File: config.mk
export PLATFORM = sky130hd
export DESIGN_NAME = trapezoid_duty_ramp_top
export DESIGN_NICKNAME = d
export VERILOG_FILES = /design/src/hdl/tdr_pkg.sv /design/src/hdl/tdr_addsub.sv /design/src/hdl/trapezoid_duty_ramp_top.sv
export SDC_FILE = /design/constraint.sdc
export NUM_CORES = 1
export LEC_CHECK = 0
export ABC_AREA = 1
export BUFFER_PORTS_ARGS = -buffer_cell sky130_fd_sc_hd__clkbuf_2
export CAP_MARGIN = 20
export CORE_MARGIN = 5
export CORE_UTILIZATION = 35
export CTS_BUF_LIST = sky130_fd_sc_hd__clkbuf_8 sky130_fd_sc_hd__clkbuf_16
export DETAILED_ROUTE_END_ITERATION = 16
export GPL_ROUTABILITY_DRIVEN = 0
export HOLD_SLACK_MARGIN = 0.08
export SLEW_MARGIN = 15
export SYNTH_ARGS = -nofsm -noshare
export SYNTH_HDL_FRONTEND = slang
export SYNTH_SLANG_ARGS = --single-unit
File: constraint.sdc
create_clock -name clk -period 8.2 [get_ports clk]
set_input_delay 0.82 -clock clk [delete_from_list [all_inputs] [get_ports clk]]
set_output_delay 0.82 -clock clk [all_outputs]
set_load 0.05 [all_outputs]
File: src/hdl/tdr_pkg.sv
package tdr_pkg;

  // field and datapath widths
  localparam int DUTY_W = 8;
  localparam int DUR_W  = 26;
  localparam int TIME_W = 32;
  localparam int MAG_W  = 7;
  localparam int PROD_W = MAG_W + DUR_W;
  localparam int DSH_W  = DUR_W + MAG_W - 1;
  localparam int ALU_W  = 34;
  localparam int CNT_W  = 3;

  // saturation limits
  localparam logic signed [DUTY_W-1:0] DUTY_LIMIT   = 8'sd100;
  localparam logic [DUR_W-1:0]         DURATION_MAX = 26'd42949672;

  // top quotient / multiplier bit index
  localparam logic [CNT_W-1:0] TOP_BIT = CNT_W'(MAG_W - 1);

  typedef enum logic [1:0] {
    CMD_UPDATE = 2'd0,
    CMD_START  = 2'd1,
    CMD_STOP   = 2'd2,
    CMD_NONE   = 2'd3
  } cmd_t;

  typedef enum logic [1:0] {
    PH_IDLE   = 2'd0,
    PH_ACCEL  = 2'd1,
    PH_CRUISE = 2'd2,
    PH_DECEL  = 2'd3
  } phase_t;

  typedef enum logic [1:0] {
    REG_PEAK   = 2'd0,
    REG_ACCEL  = 2'd1,
    REG_CRUISE = 2'd2,
    REG_DECEL  = 2'd3
  } reg_idx_t;

  typedef enum logic [3:0] {
    S_IDLE,
    S_ELAPSED,
    S_ACCEL,
    S_CRUISE,
    S_DECEL,
    S_DECNUM,
    S_MUL,
    S_DIV,
    S_OUT
  } state_t;

  // operation request to the shared adder
  typedef struct packed {
    logic             sub;
    logic [ALU_W-1:0] a;
    logic [ALU_W-1:0] b;
  } alu_req_t;

  typedef struct packed {
    logic [ALU_W-1:0] res;
    logic             carry;
  } alu_rsp_t;

endpackage

File: src/hdl/tdr_addsub.sv
module tdr_addsub (
  input  tdr_pkg::alu_req_t req,
  output tdr_pkg::alu_rsp_t rsp
);
  import tdr_pkg::*;

  logic [ALU_W:0] sum;

  // a + b, or a - b with carry high when a >= b
  always_comb begin
    sum = {1'b0, req.a} + {1'b0, (req.sub ? ~req.b : req.b)} + (ALU_W+1)'(req.sub);
    rsp.res   = sum[ALU_W-1:0];
    rsp.carry = sum[ALU_W];
  end

endmodule

File: src/hdl/trapezoid_duty_ramp_top.sv
// start, stop, unused command or update while idle: the sequencer goes straight to S_OUT,
// which registers out_valid once the output is free; update during a ramp: S_ELAPSED,
// the phase tests, then up to 7 multiply + 7 divide steps, then S_OUT; one item in
// flight at a time, and a finished result waits in S_OUT while out_stall holds it; the
// single shared adder steps the phase tests, the shift-add multiply and restoring divide
// reset: rst_n synchronous active low clears config, profile state and out_valid
module trapezoid_duty_ramp_top (
  input  logic                                  clk,
  input  logic                                  rst_n,
  input  logic                                  cfg_we,
  input  logic [1:0]                            cfg_index,
  input  logic [tdr_pkg::DUR_W-1:0]             cfg_wdata,
  input  logic                                  in_valid,
  output logic                                  in_stall,
  input  logic [1:0]                            in_command,
  input  logic [tdr_pkg::TIME_W-1:0]            in_now_time,
  output logic                                  out_valid,
  input  logic                                  out_stall,
  output logic signed [tdr_pkg::DUTY_W-1:0]     out_duty_out,
  output logic [1:0]                            out_phase_out,
  output logic                                  out_running_out
);
  import tdr_pkg::*;

  // configuration registers
  logic signed [DUTY_W-1:0] peak_r;
  logic [DUR_W-1:0]         accel_r, cruise_r, decel_r;
  logic signed [DUTY_W-1:0] cfg_duty;
  logic [DUR_W-1:0]         cfg_dur;

  // latched run copies and profile state
  logic signed [DUTY_W-1:0] run_peak_r, run_peak_nxt;
  logic [DUR_W-1:0]         run_accel_r, run_accel_nxt;
  logic [DUR_W-1:0]         run_cruise_r, run_cruise_nxt;
  logic [DUR_W-1:0]         run_decel_r, run_decel_nxt;
  logic [TIME_W-1:0]        start_r, start_nxt;
  logic signed [DUTY_W-1:0] duty_r, duty_nxt;
  phase_t                   phase_r, phase_nxt;
  logic                     running_r, running_nxt;

  // sequencer and datapath
  state_t            state_r, state_nxt;
  logic [TIME_W-1:0] now_r, now_nxt;
  logic [TIME_W-1:0] elap_r, elap_nxt;
  logic [DUR_W-1:0]  num_r, num_nxt;
  logic [DSH_W-1:0]  dsh_r, dsh_nxt;
  logic [PROD_W-1:0] prod_r, prod_nxt;
  logic [MAG_W-1:0]  q_r, q_nxt;
  logic [CNT_W-1:0]  cnt_r, cnt_nxt;
  phase_t            tgt_r, tgt_nxt;
  logic [MAG_W-1:0]  pmag;
  logic signed [DUTY_W-1:0] ramp_duty;

  // output register
  logic                     out_valid_r, out_valid_nxt;
  logic signed [DUTY_W-1:0] out_duty_r, out_duty_nxt;
  phase_t                   out_phase_r, out_phase_nxt;
  logic                     out_running_r, out_running_nxt;

  alu_req_t alu_req;
  alu_rsp_t alu_rsp;

  tdr_addsub u_addsub (
    .req (alu_req),
    .rsp (alu_rsp)
  );

  // write saturation
  always_comb begin
    cfg_duty = $signed(cfg_wdata[DUTY_W-1:0]);
    if (cfg_duty > DUTY_LIMIT) cfg_duty = DUTY_LIMIT;
    if (cfg_duty < -DUTY_LIMIT) cfg_duty = -DUTY_LIMIT;
    cfg_dur = (cfg_wdata > DURATION_MAX) ? DURATION_MAX : cfg_wdata;
  end

  always_ff @(posedge clk) begin
    if (!rst_n) begin
      peak_r   <= '0;
      accel_r  <= '0;
      cruise_r <= '0;
      decel_r  <= '0;
    end else if (cfg_we) begin
      unique case (reg_idx_t'(cfg_index))
        REG_PEAK:   peak_r   <= cfg_duty;
        REG_ACCEL:  accel_r  <= cfg_dur;
        REG_CRUISE: cruise_r <= cfg_dur;
        REG_DECEL:  decel_r  <= cfg_dur;
        default: ;
      endcase
    end
  end

  // peak magnitude, at most the duty limit
  always_comb begin
    logic signed [DUTY_W-1:0] neg;
    neg  = -run_peak_r;
    pmag = run_peak_r[DUTY_W-1] ? neg[MAG_W-1:0] : run_peak_r[MAG_W-1:0];
  end

  // final quotient bit folded in, sign of the peak applied
  always_comb begin
    logic [DUTY_W-1:0] mag;
    mag       = {1'b0, q_nxt};
    ramp_duty = run_peak_r[DUTY_W-1] ? -$signed(mag) : $signed(mag);
  end

  assign in_stall = (state_r != S_IDLE);

  // sequencer
  always_comb begin
    state_nxt      = state_r;
    run_peak_nxt   = run_peak_r;
    run_accel_nxt  = run_accel_r;
    run_cruise_nxt = run_cruise_r;
    run_decel_nxt  = run_decel_r;
    start_nxt      = start_r;
    duty_nxt       = duty_r;
    phase_nxt      = phase_r;
    running_nxt    = running_r;
    now_nxt        = now_r;
    elap_nxt       = elap_r;
    num_nxt        = num_r;
    dsh_nxt        = dsh_r;
    prod_nxt       = prod_r;
    q_nxt          = q_r;
    cnt_nxt        = cnt_r;
    tgt_nxt        = tgt_r;
    alu_req.sub    = 1'b1;
    alu_req.a      = ALU_W'(elap_r);
    alu_req.b      = '0;

    out_valid_nxt   = out_valid_r && out_stall;
    out_duty_nxt    = out_duty_r;
    out_phase_nxt   = out_phase_r;
    out_running_nxt = out_running_r;

    unique case (state_r)
      S_IDLE: begin
        if (in_valid) begin
          now_nxt   = in_now_time;
          state_nxt = S_OUT;
          case (cmd_t'(in_command))
            CMD_START: begin
              run_peak_nxt   = peak_r;
              run_accel_nxt  = accel_r;
              run_cruise_nxt = cruise_r;
              run_decel_nxt  = decel_r;
              start_nxt      = in_now_time;
              duty_nxt       = '0;
              running_nxt    = (peak_r != '0);
              phase_nxt      = (peak_r != '0) ? PH_ACCEL : PH_IDLE;
            end
            CMD_STOP: begin
              duty_nxt    = '0;
              phase_nxt   = PH_IDLE;
              running_nxt = 1'b0;
            end
            CMD_UPDATE: begin
              if (running_r) state_nxt = S_ELAPSED;
            end
            default: ;
          endcase
        end
      end
      // elapsed time modulo the timestamp width
      S_ELAPSED: begin
        alu_req.a = ALU_W'(now_r);
        alu_req.b = ALU_W'(start_r);
        elap_nxt  = alu_rsp.res[TIME_W-1:0];
        state_nxt = S_ACCEL;
      end
      S_ACCEL: begin
        alu_req.b = ALU_W'(run_accel_r);
        if (run_accel_r != '0 && !alu_rsp.carry) begin
          num_nxt   = elap_r[DUR_W-1:0];
          dsh_nxt   = {run_accel_r, (MAG_W-1)'(0)};
          tgt_nxt   = PH_ACCEL;
          prod_nxt  = '0;
          q_nxt     = '0;
          cnt_nxt   = TOP_BIT;
          state_nxt = S_MUL;
        end else begin
          elap_nxt  = alu_rsp.res[TIME_W-1:0];
          state_nxt = S_CRUISE;
        end
      end
      S_CRUISE: begin
        alu_req.b = ALU_W'(run_cruise_r);
        if (!alu_rsp.carry) begin
          duty_nxt  = run_peak_r;
          phase_nxt = PH_CRUISE;
          state_nxt = S_OUT;
        end else begin
          elap_nxt  = alu_rsp.res[TIME_W-1:0];
          state_nxt = S_DECEL;
        end
      end
      S_DECEL: begin
        alu_req.b = ALU_W'(run_decel_r);
        if (run_decel_r != '0 && !alu_rsp.carry) begin
          state_nxt = S_DECNUM;
        end else begin
          // end of the profile
          duty_nxt    = '0;
          phase_nxt   = PH_IDLE;
          running_nxt = 1'b0;
          state_nxt   = S_OUT;
        end
      end
      // time left in the ramp-down
      S_DECNUM: begin
        alu_req.a = ALU_W'(run_decel_r);
        alu_req.b = ALU_W'(elap_r);
        num_nxt   = alu_rsp.res[DUR_W-1:0];
        dsh_nxt   = {run_decel_r, (MAG_W-1)'(0)};
        tgt_nxt   = PH_DECEL;
        prod_nxt  = '0;
        q_nxt     = '0;
        cnt_nxt   = TOP_BIT;
        state_nxt = S_MUL;
      end
      // shift-add multiply, peak magnitude msb first
      S_MUL: begin
        alu_req.sub = 1'b0;
        alu_req.a   = ALU_W'({prod_r, 1'b0});
        alu_req.b   = pmag[cnt_r] ? ALU_W'(num_r) : '0;
        prod_nxt    = alu_rsp.res[PROD_W-1:0];
        if (cnt_r == '0) begin
          cnt_nxt   = TOP_BIT;
          state_nxt = S_DIV;
        end else begin
          cnt_nxt = cnt_r - 1'b1;
        end
      end
      // restoring divide by the phase duration
      S_DIV: begin
        alu_req.a = ALU_W'(prod_r);
        alu_req.b = ALU_W'(dsh_r);
        dsh_nxt   = dsh_r >> 1;
        if (alu_rsp.carry) begin
          prod_nxt     = alu_rsp.res[PROD_W-1:0];
          q_nxt[cnt_r] = 1'b1;
        end
        if (cnt_r == '0) begin
          duty_nxt  = ramp_duty;
          phase_nxt = tgt_r;
          state_nxt = S_OUT;
        end else begin
          cnt_nxt = cnt_r - 1'b1;
        end
      end
      S_OUT: begin
        if (!out_valid_r || !out_stall) begin
          out_valid_nxt   = 1'b1;
          out_duty_nxt    = duty_r;
          out_phase_nxt   = phase_r;
          out_running_nxt = running_r;
          state_nxt       = S_IDLE;
        end
      end
      default: state_nxt = S_IDLE;
    endcase
  end

  // control and profile state
  always_ff @(posedge clk) begin
    if (!rst_n) begin
      state_r      <= S_IDLE;
      out_valid_r  <= 1'b0;
      run_peak_r   <= '0;
      run_accel_r  <= '0;
      run_cruise_r <= '0;
      run_decel_r  <= '0;
      start_r      <= '0;
      duty_r       <= '0;
      phase_r      <= PH_IDLE;
      running_r    <= 1'b0;
    end else begin
      state_r      <= state_nxt;
      out_valid_r  <= out_valid_nxt;
      run_peak_r   <= run_peak_nxt;
      run_accel_r  <= run_accel_nxt;
      run_cruise_r <= run_cruise_nxt;
      run_decel_r  <= run_decel_nxt;
      start_r      <= start_nxt;
      duty_r       <= duty_nxt;
      phase_r      <= phase_nxt;
      running_r    <= running_nxt;
    end
  end

  // datapath and output payload
  always_ff @(posedge clk) begin
    now_r         <= now_nxt;
    elap_r        <= elap_nxt;
    num_r         <= num_nxt;
    dsh_r         <= dsh_nxt;
    prod_r        <= prod_nxt;
    q_r           <= q_nxt;
    cnt_r         <= cnt_nxt;
    tgt_r         <= tgt_nxt;
    out_duty_r    <= out_duty_nxt;
    out_phase_r   <= out_phase_nxt;
    out_running_r <= out_running_nxt;
  end

  assign out_valid       = out_valid_r;
  assign out_duty_out    = out_duty_r;
  assign out_phase_out   = out_phase_r;
  assign out_running_out = out_running_r;

  // checks
  a_run_phase: assert property (@(posedge clk) disable iff (!rst_n)
    running_r == (phase_r != PH_IDLE))
    else $error("running flag and phase disagree");

  a_idle_zero: assert property (@(posedge clk) disable iff (!rst_n)
    (phase_r == PH_IDLE) |-> (duty_r == '0))
    else $error("idle phase with non-zero duty");

  a_duty_range: assert property (@(posedge clk) disable iff (!rst_n)
    out_valid_r |-> (out_duty_r <= DUTY_LIMIT && out_duty_r >= -DUTY_LIMIT))
    else $error("duty beyond limit");

  a_accept_busy: assert property (@(posedge clk) disable iff (!rst_n)
    (in_valid && !in_stall) |=> (state_r != S_IDLE))
    else $error("transfer accepted without work started");

endmodule

==> summary.txt <==
Setup path
  • Max incr delay on CP: 770 ps
  • CP Data Arrival Time: 6730 ps
  • Worst-case reg-to-reg path depth: 29
  • CP endpoint kind: flop
  • R2R Setup Slk: 1930 ps
  • Crit Path Class: flop to flop
  • Data required, critical path: 8660 ps
  • Top cell by count, worst path: nand2_1
  • R2R Path Start: state_r[3]
  • Reg-to-reg critical path endpoint: duty_r[6]
  • Slowest-stage cell, CP: nand2_2
  • Maximum fanout along the worst path: 33
  • CP startpoint kind: flop

Timing
  • RSZ-0062 raised after global routing: no
  • Final setup vio count: 0
  • Max Freq: 160 MHz
  • Fin. max-slew vios: 0
  • Final TNS setup: 0 ps
  • Fin Clk Skew: 30.1 ps
  • Final period util: 76.4%
  • Final Hold Violating Endpoints: 0
  • Max-slew headroom: 28.8%
  • Fin crit period: 6270 ps
  • Slew @ Worst Pin: 1070 ps
  • Hold slack: 414 ps

Die
  • Chip Height: 244 um
  • DIE AREA: 0.0597 mm^2
  • Std-Cell Rows: 85
  • Core area: 0.0541 mm^2
  • Die Span X: 244 um
  • IO Pins: 80
  • Initial Util: 35.5%

Finish
  • Fillers: 5371
  • Fin nets: 2457
  • Leading cell type in the layout, fill and taps excluded: nand2_1
  • Most frequent cells in the layout: nand2_1, a21oi_1, inv_1
  • Antenna diodes: 0
  • Area Overhead vs Synth: 12.9%
  • Final Cell Area: 0.0217 mm^2
  • Layout cells sized above 1: 9.56%
  • Final core utilization: 40.1%

Yosys
  • Mapped Cells: 2326
  • Top area cells in the synthesized netlist: edfxtp_1, dfxtp_1, a21oi_1
  • Synth Area per Inst: 8.26 um^2
  • Mapped Area: 0.0192 mm^2
  • Asr flop ratio synth: 0%
  • Synth cell types: 54
  • Mapped Nets: 2435
  • Register area share after synthesis: 50.2%
  • Top FF cell, synth: dfxtp_1
  • EDFF count, synth: 170
  • Synth area leader: edfxtp_1
  • Synth top area share: 26.6%
  • Yosys warnings: 0
  • Register bit total from synthesis: 397

Placed design
  • Placement Cell Area: 0.0202 mm^2
  • Port Buffers: 79
  • Final HPWL from detailed placement: 44600 um

Hold path
  • Hold_sp: in_now_time[19]
  • Min-Delay Endpoint: now_r[19]
  • Hold depth: 1
  • Hold WC Path Type: input port to flop

GRT
  • Largest net degree at the start of global routing: 116
  • Vias in the first global route: 16400
  • Gr usage total: 20.6%
  • First-pass GRT wire length: 97000 um
  • Grt total ovfl: 0
  • Initial antenna violation count: 0

Clock tree
  • Setup Buffers After CTS: 0
  • Worst-Skew Late Latency: 600 ps
  • CTS tree: yes
  • Post-CTS Resized: 0
  • Clock transition at the registers of the reported paths: 60 ps
  • H-tree depth: 2
  • Clock Sinks: 397
  • Clk buf depth: 3
  • Hold_buf cts: 0
  • Num CTS Buffers: 45
  • Root Buffer Master: clkbuf_16

Routing
  • Antenna Nets Post-Route: 0
  • WL/cell: 20.6 um
  • DRT Pass-1 Iters: 5
  • Drt drc: 0
  • WL final: 63500 um
  • DR iter-0 viols: 1940
  • Vias: 16900
  • Avg Vias per Cell: 5.50

Flow run
  • MaxCap Viol Count: 0

Power and ir drop
  • Clk network pwr share: 43.4%
  • Flop pwr share: 48.5%
  • Peak VDD IR: 124 uV
  • Gate power share: 8.2%
  • Leakage: 8.44 nW
  • Power Internal: 0.00336 W
  • Switch Pwr: 0.00117 W
  • Net Sw Frac: 25.8%
  • Pwr Density: 209 mW/mm^2

Outcome
  • Status: completed
-- power by group through the flow --
stage | clock network (W) | registers (W) | logic (W)
after floorplan | 0 | 0.00224 | 0.000226
after CTS | 0.00199 | 0.00219 | 0.000367
after detailed placement | 0 | 0.00223 | 0.000365
after global routing | 0.00208 | 0.00220 | 0.000411
final | 0.00196 | 0.00219 | 0.000369
after global placement | 0 | 0.00223 | 0.000361
-- worst max-delay path: cells and delay by family (launching register included) --
kind            cells  cell delay [ps]
compound gates      4              540
fa+ha+maj           2              510
flops               1              450
simple gates       16             2790
buf+inv             7             1810
-- stage by stage --
stage          total power [W]  std cells  worst slack, ps
3_5_place_dp           0.00260       2995             1870
4_1_cts                0.00455       3078             1860
2_1_floorplan          0.00246       2326             1310
3_3_place_gp           0.00259       2995             2100
5_1_grt                0.00469       3080             1490
6_report               0.00453       3080             1930
-- synth_stat cells, types with 14 or more instances --
cell and n:
nand2_1 346, clkbuf_1 104, inv_1 282, o22ai_1 25
nor4_1 15, nand4_1 31, o21ai_0 271, nor2_1 164
xnor2_1 17, nor3_1 14, nand3_1 77, dfxtp_1 227
ha_1 41, o21bai_1 18, a32o_1 19, o211ai_1 28
edfxtp_1 170, a21oi_1 323
-- per-layer routing --
metal,wire length (um),vias to the layer above,part of all wire (%),global-route usage [%]
li1,-,8014,-,-
met1,26900,8099,42,26.7
met2,29600,685,47,34.1
met3,4010,136,6.3,3.08
met4,3060,0,4.8,9.64
met5,0,-,0,0
-- state kept, by name (all words and copies together), names as in the netlist, 4 cells and up --
name	count
q_r	7
decel_r	26
now_r	32
duty_r	8
elap_r	32
accel_r	26
run_peak_r	8
out_duty_out	8
run_cruise_r	26
num_r	26
cruise_r	26
dsh_r	32
peak_r	8
run_accel_r	26
state_r	4
start_r	32
run_decel_r	26
prod_r	33
-- logic make-up (layout without fill, tap and decap cells) --
logic type / after synthesis / count (layout) / share of synthesized area, %
AO/OA/AOI/OAI: 754 / 754 / 21.9
buffers and inverters: 421 / 479 / 8.36
XOR/XNOR: 27 / 27 / 1.35
flip-flops: 397 / 397 / 50.2
AND/OR/NAND/NOR: 685 / 685 / 15.5
adder cells (fa/ha/maj): 42 / 42 / 2.77
-- final cells by class --
cell class              instances  area [um^2]  share of cell area, %
clock buffers                  51         1220                   5.62
repair buffers                 99          576                   2.65
flip-flops and latches        397         9650                   44.5
inverters                     297         1120                   5.16
clock inverters                32          231                   1.07
well taps                     696          871                   4.01
multi-input cells            1508         8040                   37.0
-- how the worst max path moves through the flow --
| stage | to | slack, ps | depth (start not counted) | startpoint |
|---|---|---|---|---|
| finish | duty_r[6] | 1930 | 29 | state_r[3] |
| global route | duty_r[4] | 1490 | 28 | state_r[3] |
| CTS | duty_r[6] | 1860 | 28 | state_r[3] |
| detailed placement | duty_r[6] | 1870 | 27 | state_r[3] |
| global placement | duty_r[6] | 2100 | 27 | state_r[3] |
| floorplan | prod_r[0] | 1310 | 28 | run_peak_r[1] |
Note: power is estimated with default switching activity, not from simulation.
